[src/hdl/cftc_pkg.sv]
// Shared types and constants for the contiguous file table compactor.
package cftc_pkg;

  localparam int ENTRIES_DEF = 64;
  localparam int KEY_W       = 32;
  localparam int SIZE_W      = 16;
  localparam int OUT_ID_W    = 7;

  typedef enum logic [1:0] {
    CMD_ADD = 2'd0,
    CMD_DEL = 2'd1,
    CMD_CMP = 2'd2,
    CMD_NOP = 2'd3
  } cmd_t;

  typedef enum logic [1:0] {
    ST_OK       = 2'd0,
    ST_NOSPACE  = 2'd1,
    ST_FULL     = 2'd2,
    ST_NOTFOUND = 2'd3
  } status_t;

  typedef struct packed {
    cmd_t              cmd;
    logic [KEY_W-1:0]  file_key;
    logic [SIZE_W-1:0] file_size;
  } in_item_t;

  typedef struct packed {
    status_t             status;
    logic [OUT_ID_W-1:0] file_id;
    logic [SIZE_W-1:0]   free_left;
    logic [OUT_ID_W-1:0] entries_used;
  } out_item_t;

  // Commands from the controller to the datapath.
  typedef struct packed {
    logic load;
    logic add;
    logic walk;
    logic commit;
    logic out_load;
  } ctl_cmd_t;

  // Status from the datapath back to the controller.
  typedef struct packed {
    logic walk_cmd;
    logic walk_done;
    logic out_free;
  } dp_stat_t;

endpackage

[src/hdl/cftc_stream_if.sv]
// Valid/ready stream interface used for the item and result channels.
interface cftc_stream_if #(parameter type item_t = logic);
  logic  valid;
  logic  ready;
  item_t data;

  modport source (output valid, output data, input ready);
  modport sink   (input valid, input data, output ready);
endinterface

[src/hdl/cftc_ctrl.sv]
// Controller state machine sequencing add, delete and compact operations.
module cftc_ctrl
  import cftc_pkg::*;
(
  input  logic     clk,
  input  logic     rst_n,
  input  logic     in_valid,
  output logic     in_ready,
  input  dp_stat_t stat,
  output ctl_cmd_t cmd
);

  typedef enum logic [2:0] {
    S_IDLE,
    S_EXEC,
    S_WALK,
    S_COMMIT,
    S_RESULT
  } state_t;

  state_t state_r;
  state_t state_nxt;

  always_comb begin
    state_nxt = state_r;
    cmd       = '0;
    in_ready  = 1'b0;
    unique case (state_r)
      S_IDLE: begin
        in_ready = 1'b1;
        if (in_valid) begin
          cmd.load  = 1'b1;
          state_nxt = S_EXEC;
        end
      end
      S_EXEC: begin
        if (stat.walk_cmd) begin
          state_nxt = S_WALK;
        end else begin
          cmd.add   = 1'b1;
          state_nxt = S_RESULT;
        end
      end
      S_WALK: begin
        cmd.walk = 1'b1;
        if (stat.walk_done) begin
          state_nxt = S_COMMIT;
        end
      end
      S_COMMIT: begin
        cmd.commit = 1'b1;
        state_nxt  = S_RESULT;
      end
      S_RESULT: begin
        if (stat.out_free) begin
          cmd.out_load = 1'b1;
          state_nxt    = S_IDLE;
        end
      end
      default: state_nxt = S_IDLE;
    endcase
  end

  always_ff @(posedge clk) begin
    if (!rst_n) begin
      state_r <= S_IDLE;
    end else begin
      state_r <= state_nxt;
    end
  end

endmodule

[src/hdl/cftc_datapath.sv]
// Datapath: entry table memory, counters, free space and result register.
module cftc_datapath
  import cftc_pkg::*;
#(
  parameter int ENTRIES = ENTRIES_DEF
) (
  input  logic              clk,
  input  logic              rst_n,
  input  logic              cfg_we,
  input  logic [SIZE_W-1:0] cfg_wdata,
  input  in_item_t          in_data,
  input  ctl_cmd_t          cmd,
  output dp_stat_t          stat,
  output logic              out_valid,
  input  logic              out_ready,
  output out_item_t         out_data
);

  localparam int CW = $clog2(ENTRIES + 1);
  localparam int AW = $clog2(ENTRIES);

  typedef struct packed {
    logic [KEY_W-1:0]  key;
    logic [SIZE_W-1:0] size;
    logic [CW-1:0]     id;
  } entry_t;

  entry_t mem [ENTRIES];

  // Control state.
  logic [CW-1:0]     cnt_r;
  logic [SIZE_W-1:0] free_r;
  logic [CW-1:0]     rd_r;
  logic [CW-1:0]     wr_r;
  logic              pend_r;
  logic              hit_r;
  logic              out_valid_r;

  // Payload registers.
  cmd_t              cmd_r;
  logic [KEY_W-1:0]  key_r;
  logic [SIZE_W-1:0] size_r;
  status_t           st_r;
  logic [CW-1:0]     id_r;
  logic [AW-1:0]     pidx_r;
  entry_t            rdata_r;
  out_item_t         out_data_r;

  logic              mem_we;
  logic [AW-1:0]     mem_waddr;
  entry_t            mem_wdata;
  logic              full;
  logic              nospace;
  logic              match;
  logic              live;
  logic              out_free;
  logic [SIZE_W:0]   credit_sum;
  logic [SIZE_W-1:0] credited;
  logic [CW-1:0]     id_new;
  logic [CW+OUT_ID_W-1:0] id_ext;
  logic [CW+OUT_ID_W-1:0] cnt_ext;

  assign full       = (cnt_r == CW'(ENTRIES));
  assign nospace    = (size_r > free_r);
  assign id_new     = cnt_r + 1'b1;
  assign live       = (rdata_r.id != '0);
  assign match      = live && (rdata_r.key == key_r);
  assign credit_sum = {1'b0, free_r} + {1'b0, rdata_r.size};
  assign credited   = credit_sum[SIZE_W] ? '1 : credit_sum[SIZE_W-1:0];
  assign out_free   = !out_valid_r || out_ready;
  assign id_ext     = {{OUT_ID_W{1'b0}}, id_r};
  assign cnt_ext    = {{OUT_ID_W{1'b0}}, cnt_r};

  assign stat.walk_cmd  = (cmd_r == CMD_DEL) || (cmd_r == CMD_CMP);
  assign stat.walk_done = (rd_r == cnt_r) && !pend_r;
  assign stat.out_free  = out_free;

  assign out_valid = out_valid_r;
  assign out_data  = out_data_r;

  // Table write port: add appends, delete clears the id, compact moves down.
  always_comb begin
    mem_we    = 1'b0;
    mem_waddr = cnt_r[AW-1:0];
    mem_wdata = '{key: key_r, size: size_r, id: id_new};
    if (cmd.add && (cmd_r == CMD_ADD) && !full && !nospace) begin
      mem_we = 1'b1;
    end else if (cmd.walk && pend_r) begin
      if (cmd_r == CMD_DEL) begin
        mem_we    = match;
        mem_waddr = pidx_r;
        mem_wdata = '{key: rdata_r.key, size: rdata_r.size, id: '0};
      end else begin
        mem_we    = live;
        mem_waddr = wr_r[AW-1:0];
        mem_wdata = rdata_r;
      end
    end
  end

  // The walk writes only behind its read pointer, so no bypass is needed.
  always_ff @(posedge clk) begin
    if (mem_we) begin
      mem[mem_waddr] <= mem_wdata;
    end
    rdata_r <= mem[rd_r[AW-1:0]];
  end

  always_ff @(posedge clk) begin
    if (!rst_n) begin
      cnt_r  <= '0;
      free_r <= '0;
      rd_r   <= '0;
      wr_r   <= '0;
      pend_r <= 1'b0;
      hit_r  <= 1'b0;
    end else if (cfg_we) begin
      cnt_r  <= '0;
      free_r <= cfg_wdata;
    end else begin
      if (cmd.load) begin
        cmd_r  <= in_data.cmd;
        key_r  <= in_data.file_key;
        size_r <= in_data.file_size;
        st_r   <= ST_OK;
        id_r   <= '0;
        rd_r   <= '0;
        wr_r   <= '0;
        pend_r <= 1'b0;
        hit_r  <= 1'b0;
      end
      if (cmd.add && (cmd_r == CMD_ADD)) begin
        if (full) begin
          st_r <= ST_FULL;
        end else if (nospace) begin
          st_r <= ST_NOSPACE;
        end else begin
          id_r   <= id_new;
          cnt_r  <= id_new;
          free_r <= free_r - size_r;
        end
      end
      if (cmd.walk) begin
        if (rd_r != cnt_r) begin
          pidx_r <= rd_r[AW-1:0];
          rd_r   <= rd_r + 1'b1;
          pend_r <= 1'b1;
        end else begin
          pend_r <= 1'b0;
        end
        if (pend_r) begin
          if (cmd_r == CMD_DEL) begin
            if (match) begin
              free_r <= credited;
              hit_r  <= 1'b1;
            end
          end else if (live) begin
            wr_r <= wr_r + 1'b1;
          end
        end
      end
      if (cmd.commit) begin
        if (cmd_r == CMD_CMP) begin
          cnt_r <= wr_r;
        end else if (!hit_r) begin
          st_r <= ST_NOTFOUND;
        end
      end
    end
  end

  // Result register: holds one result so the next item can be taken meanwhile.
  always_ff @(posedge clk) begin
    if (!rst_n) begin
      out_valid_r <= 1'b0;
    end else if (cmd.out_load) begin
      out_valid_r <= 1'b1;
    end else if (out_ready) begin
      out_valid_r <= 1'b0;
    end
  end

  always_ff @(posedge clk) begin
    if (cmd.out_load) begin
      out_data_r.status       <= st_r;
      out_data_r.file_id      <= id_ext[OUT_ID_W-1:0];
      out_data_r.free_left    <= free_r;
      out_data_r.entries_used <= cnt_ext[OUT_ID_W-1:0];
    end
  end

  a_cnt_bound: assert property (@(posedge clk) disable iff (!rst_n)
    cnt_r <= CW'(ENTRIES))
    else $error("entry count beyond table depth");

  a_wr_behind_rd: assert property (@(posedge clk) disable iff (!rst_n)
    cmd.walk |-> wr_r <= rd_r)
    else $error("compaction write pointer ahead of read pointer");

  a_load_free: assert property (@(posedge clk) disable iff (!rst_n)
    cmd.out_load |-> out_free)
    else $error("result loaded over an untaken result");

  a_walk_no_add: assert property (@(posedge clk) disable iff (!rst_n)
    cmd.walk |-> !cmd.add && !cmd.load)
    else $error("add or load issued during a table walk");

endmodule

[src/hdl/contiguous_file_table_compactor.sv]
// Top level of the contiguous file table compactor.
//
//   channel | direction | handshake        | payload
//   in_ch   | in        | valid / ready    | cmd, file_key, file_size
//   out_ch  | out       | valid / ready    | status, file_id, free_left, entries_used
//   cfg_*   | in        | cfg_we, no wait  | cfg_wdata (memory size)
//
// An add passes through the execute and result states after the item is accepted; a
// delete or a compact first walks every entry of the single-read table memory and
// commits, so its run grows with the entry count.
// One item is in work at a time; the next is accepted once the result is in the
// output register, even while that result waits to be taken.
// Reset (synchronous, rst_n low) empties the table and sets the free space to 0.
// A configuration write empties the table and loads the free space.
module contiguous_file_table_compactor
  import cftc_pkg::*;
#(
  parameter int ENTRIES = ENTRIES_DEF
) (
  input  logic              clk,
  input  logic              rst_n,
  cftc_stream_if.sink       in_ch,
  cftc_stream_if.source     out_ch,
  input  logic              cfg_we,
  input  logic [SIZE_W-1:0] cfg_wdata
);

  ctl_cmd_t  cmd;
  dp_stat_t  stat;
  in_item_t  in_data;
  out_item_t out_data;

  assign in_data     = in_ch.data;
  assign out_ch.data = out_data;

  cftc_ctrl u_ctrl (
    .clk      (clk),
    .rst_n    (rst_n),
    .in_valid (in_ch.valid),
    .in_ready (in_ch.ready),
    .stat     (stat),
    .cmd      (cmd)
  );

  cftc_datapath #(
    .ENTRIES (ENTRIES)
  ) u_datapath (
    .clk       (clk),
    .rst_n     (rst_n),
    .cfg_we    (cfg_we),
    .cfg_wdata (cfg_wdata),
    .in_data   (in_data),
    .cmd       (cmd),
    .stat      (stat),
    .out_valid (out_ch.valid),
    .out_ready (out_ch.ready),
    .out_data  (out_data)
  );

endmodule

[src/flat_wrapper.sv]
// flat-port wrapper written by rule: the top's interface ports become plain ports
module contiguous_file_table_compactor_flat import cftc_pkg::*;
#(
  parameter int ENTRIES = ENTRIES_DEF
)
  (clk, rst_n, cfg_we, cfg_wdata, in_ch_valid, in_ch_data, in_ch_ready, out_ch_valid, out_ch_data, out_ch_ready);
  cftc_stream_if #(.item_t(in_item_t)) in_ch_i ();
  cftc_stream_if #(.item_t(out_item_t)) out_ch_i ();
  input  logic clk;
  input  logic rst_n;
  input  logic cfg_we;
  input  logic [SIZE_W-1:0] cfg_wdata;
  input wire logic [$bits(in_ch_i.valid)-1:0] in_ch_valid;
  input wire logic [$bits(in_ch_i.data)-1:0] in_ch_data;
  output wire logic [$bits(in_ch_i.ready)-1:0] in_ch_ready;
  output wire logic [$bits(out_ch_i.valid)-1:0] out_ch_valid;
  output wire logic [$bits(out_ch_i.data)-1:0] out_ch_data;
  input wire logic [$bits(out_ch_i.ready)-1:0] out_ch_ready;
  assign in_ch_i.valid = in_ch_valid;
  assign in_ch_i.data = in_ch_data;
  assign in_ch_ready = in_ch_i.ready;
  assign out_ch_valid = out_ch_i.valid;
  assign out_ch_data = out_ch_i.data;
  assign out_ch_i.ready = out_ch_ready;
  contiguous_file_table_compactor #(.ENTRIES(ENTRIES)) u_core (.clk(clk), .rst_n(rst_n), .in_ch(in_ch_i), .out_ch(out_ch_i), .cfg_we(cfg_we), .cfg_wdata(cfg_wdata));
endmodule
[config.mk]
export PLATFORM = sky130hd
export DESIGN_NAME = contiguous_file_table_compactor_flat
export DESIGN_NICKNAME = d
export VERILOG_FILES = /design/src/hdl/cftc_pkg.sv /design/src/hdl/cftc_stream_if.sv /design/src/hdl/cftc_ctrl.sv /design/src/hdl/cftc_datapath.sv /design/src/hdl/contiguous_file_table_compactor.sv /design/src/flat_wrapper.sv
export SDC_FILE = /design/constraint.sdc
export NUM_CORES = 2
export LEC_CHECK = 0
export ABC_AREA = 0
export BUFFER_PORTS_ARGS = -buffer_cell sky130_fd_sc_hd__clkbuf_2
export CAP_MARGIN = 20
export CORE_UTILIZATION = 51
export DETAILED_ROUTE_END_ITERATION = 12
export MAX_ROUTING_LAYER = met4
export PLACE_DENSITY = 0.66
export SYNTH_ARGS = -nofsm -noshare
export SYNTH_HDL_FRONTEND = slang
export SYNTH_SLANG_ARGS = --single-unit
export TNS_END_PERCENT = 1
[constraint.sdc]
create_clock -name clk -period 6.5 [get_ports clk]
set_input_delay 0 -clock clk [delete_from_list [all_inputs] [get_ports clk]]
set_output_delay 0 -clock clk [all_outputs]
set_load 0.05 [all_outputs]
# Word-level counts from Yosys, hierarchy flattened
# Memory sizes are Yosys's and may differ from the RTL's. A register that Yosys moved wholly into a read port is not among the register bits.
# Index checks and enable logic that the tools add are counted.
[totals]
latchBits = 0
rom_bits = 0
output_inout_bits = 34
in_bits = 71
regBits = 140
ramBits = 3520
elab_cells = 131
mem_count = 1
[memory_table]
columns = ["memory", "words", "word_bits", "read_ports", "rd_ports_with_merged_regs", "write_ports", "line_no", "text"]
rows = [
  ["u_core.u_datapath.mem", 64, 55, 1, 1, 1, "cftc_datapath.sv:28", "entry_t mem [ENTRIES];"],
]
[op_classes]
mul = 0
mux = 68
n_reduce_logical = 23
shift = 0
n_lt_le_gt_ge = 1
eq_ne = 13
bitwise_logic = 2
div_mod_pow = 0
n_addsub = 5
[ops]
columns = ["cell", "count"]
rows = [
  ["$mux 16", 9],
  ["$mux 7", 18],
  ["$mux 55", 2],
  ["$eq 32x32->1", 1],
  ["$mux 1", 24],
  ["$add 7x1->7 const B", 3],
  ["$mux 6", 3],
  ["$add 16x16->17", 1],
  ["$gt 16x16->1", 1],
  ["$sub 16x16->16", 1],
  ["$pmux 3 s5", 1],
  ["$mux 2", 7],
  ["$mux 3", 4],
  ["$eq 7x7->1", 1],
  ["$eq 7x7->1 const B", 1],
  ["$ne 7x7->1", 1],
  ["$reduce_bool 7->1", 1],
  ["$eq 3x2->1 const B", 2],
  ["$logic_and 1x1->1", 6],
  ["$reduce_and 3->1", 2],
  ["$logic_not 1->1", 4],
  ["$ne 2x2->1 const B", 2],
  ["$reduce_and 2->1", 2],
  ["$reduce_and 4->1", 1],
  ["11 further kinds", 14],
]

# Depth between registers and ports, before layout
[depth]
word_depth = 11
ltp_mapped = 13
mapped_depth_nobuf = 11

# By module
# Synthesis repeated with hierarchy kept, for this count alone.
[hier_totals]
cells_unflattened = 5928
hier_area_um2 = 142685.6
[modules_own_cells]
columns = ["module", "cells_each", "area_per_inst_um2", "seq_area_each_um2", "instances"]
rows = [
  ["cftc_datapath", 5902, 142471.6, 110516.0, 1],
  ["cftc_ctrl", 26, 214.0, 60.1, 1],
]

# Worst setup path before layout
# Ideal clock, no wire load.
[synth_timing]
path_kind = "register to register"
startpoint = "register u_core.u_datapath.free_r[0]"
endpoint = "memory u_core.u_datapath.mem[41][0] in the netlist's numbering (enable)"
stages_incl_launch_ff = 14
arrival_ns = 4.913
synth_period_minus_slack_ns = 5.381
setup_ns = 0.468
required_time_ns = 6.032
slack_ns = 1.119
n_path_buf = 2
path_cell_list = "dfxtp_1 inv_1 ha_1 fa_1 nand2b_1 a21o_1 a21oi_2 a21oi_1 or2_1 buf_2 nand2_1 buf_2 nand3_1 nor2_1"
[synth_via]
elab_chain_len = 6
elab_cells_between_ends = 7
classes_between = "order compare: 1; mux: 4; reduce/logical: 2"
[synth_lines]
columns = ["item", "line_no", "text"]
rows = [
  ["from (decl)", "cftc_datapath.sv:32", "logic [SIZE_W-1:0] free_r;"],
  ["from (signal assigned)", "cftc_datapath.sv:119", "free_r <= cfg_wdata;"],
  ["from (signal assigned)", "cftc_datapath.sv:140", "free_r <= free_r - size_r;"],
  ["from (signal assigned)", "cftc_datapath.sv:154", "free_r <= credited;"],
  ["$gt 16x16->1 *", "cftc_datapath.sv:64", "assign nospace = (size_r > free_r);"],
  ["$logic_not 1->1 *", "cftc_datapath.sv:86", "if (cmd.add && (cmd_r == CMD_ADD) && !full && !nospace) begin"],
  ["$logic_and 1x1->1 *", "cftc_datapath.sv:86", ""],
  ["$mux 1", "cftc_datapath.sv:86", ""],
  ["$mux 1", "cftc_datapath.sv:103", "if (mem_we) begin"],
  ["$mux 1 (implied by the code)", "cftc_datapath.sv:104", "mem[mem_waddr] <= mem_wdata;"],
  ["to (decl)", "cftc_datapath.sv:28", ""],
]
# Mark *: on every way between the ends. The rest lies on a longest branch, timed or not.

# Worst setup path in the final report
[layout_timing]
startpoint = "register u_core.u_datapath.free_r[0]"
endpoint = "memory u_core.u_datapath.mem[32][32] in the netlist's numbering (enable)"
# Same word-level chain as after synthesis.

==> flow_summary.json <==
{
  "status": "finished, final reports clean",
  "total_power_uw": 48200,
  "clk_pin_slew_ns": 0.06,
  "cts_sinks": 3715,
  "die_h_microns": 530,
  "power-per-cell-area_mw_per_mm2": 295,
  "cts_max_path_buffers": 4,
  "syn_avg_cell_area_sq_um": 24.0,
  "ant_nets": 0,
  "grt_pass1_vias": 67600,
  "gp_congestion": 0.862,
  "synth-edff-count": 3617,
  "required_ns": 7.06,
  "timing.fmax_mhz": 196,
  "synth-xor-area-share_pct": 0.431,
  "rsz0062_at_grt": "no",
  "coreArea_sq_mm": 0.277,
  "detail_route.first_pass.iterations": 5,
  "synth_top_family_by_area": "multiplexers",
  "synthAdderAreaFrac_pct": 0.371,
  "synthesis.nets": 6054,
  "antenna_found_initial": 17,
  "regArea_sq_mm": 0.111,
  "netlist_instances": 5942,
  "setup_viol": 0,
  "grt_max_degree": 130,
  "finalHoldViolations": 0,
  "leakage_uw": 0.0491,
  "drt_wl_total_microns": 372000,
  "nets": 6616,
  "ys_seq_elements": 3715,
  "synthFlopType": "edfxtp_1",
  "h-tree-depth": 5,
  "dp_hpwl_microns": 210000,
  "layout-drive-gt1-share_pct": 31.1,
  "grt_pass1_wl_microns": 523000,
  "maxSlewHeadroom_pct": 20.1,
  "avgViaCountPerCell": 6.50,
  "min_period_ns": 5.11,
  "setup_slack_ns": 1.39,
  "cts_inserted_buffers": 371,
  "synth_compound_area_share_pct": 0.954,
  "max_stage_delay_ns": 0.74,
  "ys_types": 65,
  "area_growth_pct": 14.7,
  "path_cells": "inv_1, ha_1, fa_1, nand2b_1, a21o_1, a21oi_2, a21oi_1, buf_4, or2_1, nand2_1, nand3_1, nor2_4, buf_4",
  "end_kind": "flip-flop",
  "holdCritPathClass": "input port to flip-flop",
  "maxCapViolCount": 0,
  "fin_worst_skew_ns": 0.0563,
  "num_io_pins": 105,
  "crit_slowest_cell": "nand3_1",
  "critical_path_class": "flip-flop to flip-flop",
  "max_slew.worst_pin.slew_ns": 1.20,
  "yosys.area_share.simple_pct": 1.27,
  "path_buf_inv": 3,
  "num_rows": 193,
  "die_w_microns": 530,
  "path_max_fanout": 21,
  "drtIter0Drc": 9615,
  "drc_errors": 0,
  "async_reset_ff_share_pct": 0,
  "ir_worst_vdd_uv": 241,
  "finalSetupTns_ns": 0,
  "cp-start-kind": "flip-flop",
  "dpl_worst_slack_ns": 1.49,
  "insertion_delay_ns": 0.97,
  "ys_warn_count": 0,
  "yosysSeqAreaShare_pct": 77.7,
  "multiInputGateArea_sq_mm": 0.0312,
  "vias": 68500,
  "crit_top_cell": "buf_4",
  "arrival_ns": 5.66,
  "synthesis.area_sq_mm": 0.142,
  "wl_per_cell_microns": 35.3,
  "cts_tree": "built",
  "grt_overflow": 0,
  "io_buffer_count": 104,
  "slew_viol_final": 0,
  "die_area_sq_mm": 0.281,
  "start_util_pct": 51.4,
  "cts_root_buffer": "clkbuf_16",
  "fill_cells": 19100,
  "critPathTopFamily": "simple AND/OR/NAND/NOR gates",
  "synth.area.mux_share_pct": 18.3,
  "grt.total_usage_pct": 27.5,
  "fin_crit_sh_pct": 78.6
}
final timing paths:
check	startpoint	endpoint	slack (ns)	depth (start not counted)
hold reg to reg	u_core.u_datapath.st_r[1]	u_core.u_datapath.out_data[31]	0.45	0
setup / recovery	u_core.u_datapath.free_r[0]	u_core.u_datapath.mem[32][32]	1.39	13
hold / removal	in_ch_data[44]	u_core.u_datapath.key_r[28]	0.06	2
setup reg to reg	u_core.u_datapath.free_r[0]	u_core.u_datapath.mem[32][32]	1.39	13
what timing repair did:
item | in CTS | in global routing
gates resized for setup | 0 | 0
endpoints found under the setup margin | 0 | 0
buffers inserted | 0 | 0
endpoints found under the hold margin | 110 | 1
hold buffers | 149 | 1
worst register-to-register path, cell delays in order (launching register included):
cell	delay, ns
dfxtp_1	0.38
inv_1	0.06
ha_1	0.22
fa_1	0.41
nand2b_1	0.19
a21o_1	0.19
a21oi_2	0.27
a21oi_1	0.12
buf_4	0.17
or2_1	0.33
nand2_1	0.36
nand3_1	0.74
nor2_4	0.74
buf_4	0.50
Yosys cell counts, drive strengths merged (3+ instances only):
cell | number | area share (%)
and2 | 4 | 0.018
nor3 | 16 | 0.056
a21o | 21 | 0.11
clkbuf | 166 | 0.44
a21boi | 6 | 0.032
a31oi | 6 | 0.026
inv | 31 | 0.082
o2111a | 4 | 0.032
o21a | 7 | 0.037
a22oi | 3 | 0.016
a211o | 3 | 0.018
nor2 | 127 | 0.33
mux2i | 10 | 0.070
dfxtp | 98 | 1.4
buf | 133 | 0.44
a31o | 3 | 0.018
or3 | 3 | 0.013
o211ai | 9 | 0.047
nand2b | 10 | 0.044
xor2 | 53 | 0.33
nand4 | 5 | 0.022
nor4 | 10 | 0.044
xnor2 | 17 | 0.10
o21ai | 56 | 0.20
a211oi | 7 | 0.037
a21oi | 56 | 0.20
mux4 | 1155 | 18
a2111oi | 3 | 0.032
nand3b | 3 | 0.016
nor3b | 3 | 0.016
and3 | 9 | 0.040
edfxtp | 3617 | 76
a221o | 4 | 0.028
a32o | 5 | 0.035
nor2b | 14 | 0.062
or4 | 3 | 0.016
nand2 | 168 | 0.44
ha | 39 | 0.34
nand3 | 29 | 0.10
layout make-up:
class	count	area share, %
diodes	14	0.0215
flip-flops and latches	3715	67.7
well taps	3705	2.84
inverters	32	0.0736
repair buffers	488	2.73
clock buffers	471	6.01
clock inverters	209	1.50
multi-input cells	1896	19.1
metrics by stage:
stage                     instances  util (%)  instance area [sq um]  hold slack, ns
after global placement         9681      53.9                 149000           0.203
final                         10500      58.9                 163000          0.0577
after floorplan                5942         -                 142000          0.0989
after detailed placement       9683      54.0                 149000           0.194
after global routing          10500      58.9                 163000          0.0192
after CTS                     10500      58.9                 163000          0.0173
power by group:
part	total, uW	switching [uW]	internal (uW)
clock network	21500	9140	12400
registers	26100	21.3	26100
logic	563	389	174
total	48200	9550	38700
cells by family (layout without fill, tap and decap cells):
logic type               after synthesis  in the layout
adder cells (fa/ha/maj)               41             41
AND/OR/NAND/NOR                      412            412
other                                  0             14
AO/OA/AOI/OAI                        208            208
XOR/XNOR                              70             70
buffers and inverters                331           1200
multiplexers                        1165           1165
flip-flops                          3715           3715
state kept, by name (all words and copies together) (netlist names):
| signal | count |
|---|---|
| u_core.u_ctrl.state_r | 3 |
| u_core.u_datapath.cmd_r | 2 |
| u_core.u_datapath.cnt_r | 7 |
| u_core.u_datapath.free_r | 16 |
| u_core.u_datapath.hit_r | 1 |
| u_core.u_datapath.id_r | 7 |
| u_core.u_datapath.key_r | 32 |
| u_core.u_datapath.mem | 3520 |
| u_core.u_datapath.out_data | 32 |
| u_core.u_datapath.out_valid | 1 |
| u_core.u_datapath.pend_r | 1 |
| u_core.u_datapath.pidx_r | 6 |
| u_core.u_datapath.rd_r | 7 |
| u_core.u_datapath.rdata_r | 55 |
| u_core.u_datapath.size_r | 16 |
| u_core.u_datapath.st_r | 2 |
| u_core.u_datapath.wr_r | 7 |
placed cells by master (no fill, tap or decap), types with 35 or more instances in the layout:
| cell type | synthesis | layout |
|---|---|---|
| a21oi_1 | 55 | 50 |
| buf_12 | 0 | 52 |
| buf_4 | 0 | 179 |
| bufinv_16 | 0 | 41 |
| clkbuf_1 | 166 | 88 |
| clkbuf_16 | 0 | 374 |
| clkbuf_2 | 0 | 105 |
| clkinv_1 | 1 | 69 |
| clkinv_2 | 0 | 61 |
| dfxtp_1 | 98 | 92 |
| dlygate4sd3_1 | 0 | 150 |
| edfxtp_1 | 3617 | 3617 |
| ha_1 | 39 | 39 |
| mux4_2 | 1155 | 1155 |
| nand2_1 | 168 | 168 |
| nor2_1 | 127 | 62 |
| nor2_4 | 0 | 65 |
| o21ai_0 | 51 | 35 |
| xor2_1 | 53 | 53 |
per-layer routing:
layer / share of wire (%) / track usage, % / vias to the layer above
met5: 0 / - / -
met4: 2.6 / 6.51 / 0
met3: 10 / 4.51 / 544
met2: 48 / 42.6 / 3943
met1: 39 / 38.7 / 37300
li1: - / - / 26700
Power figures use the tool's default switching activity.
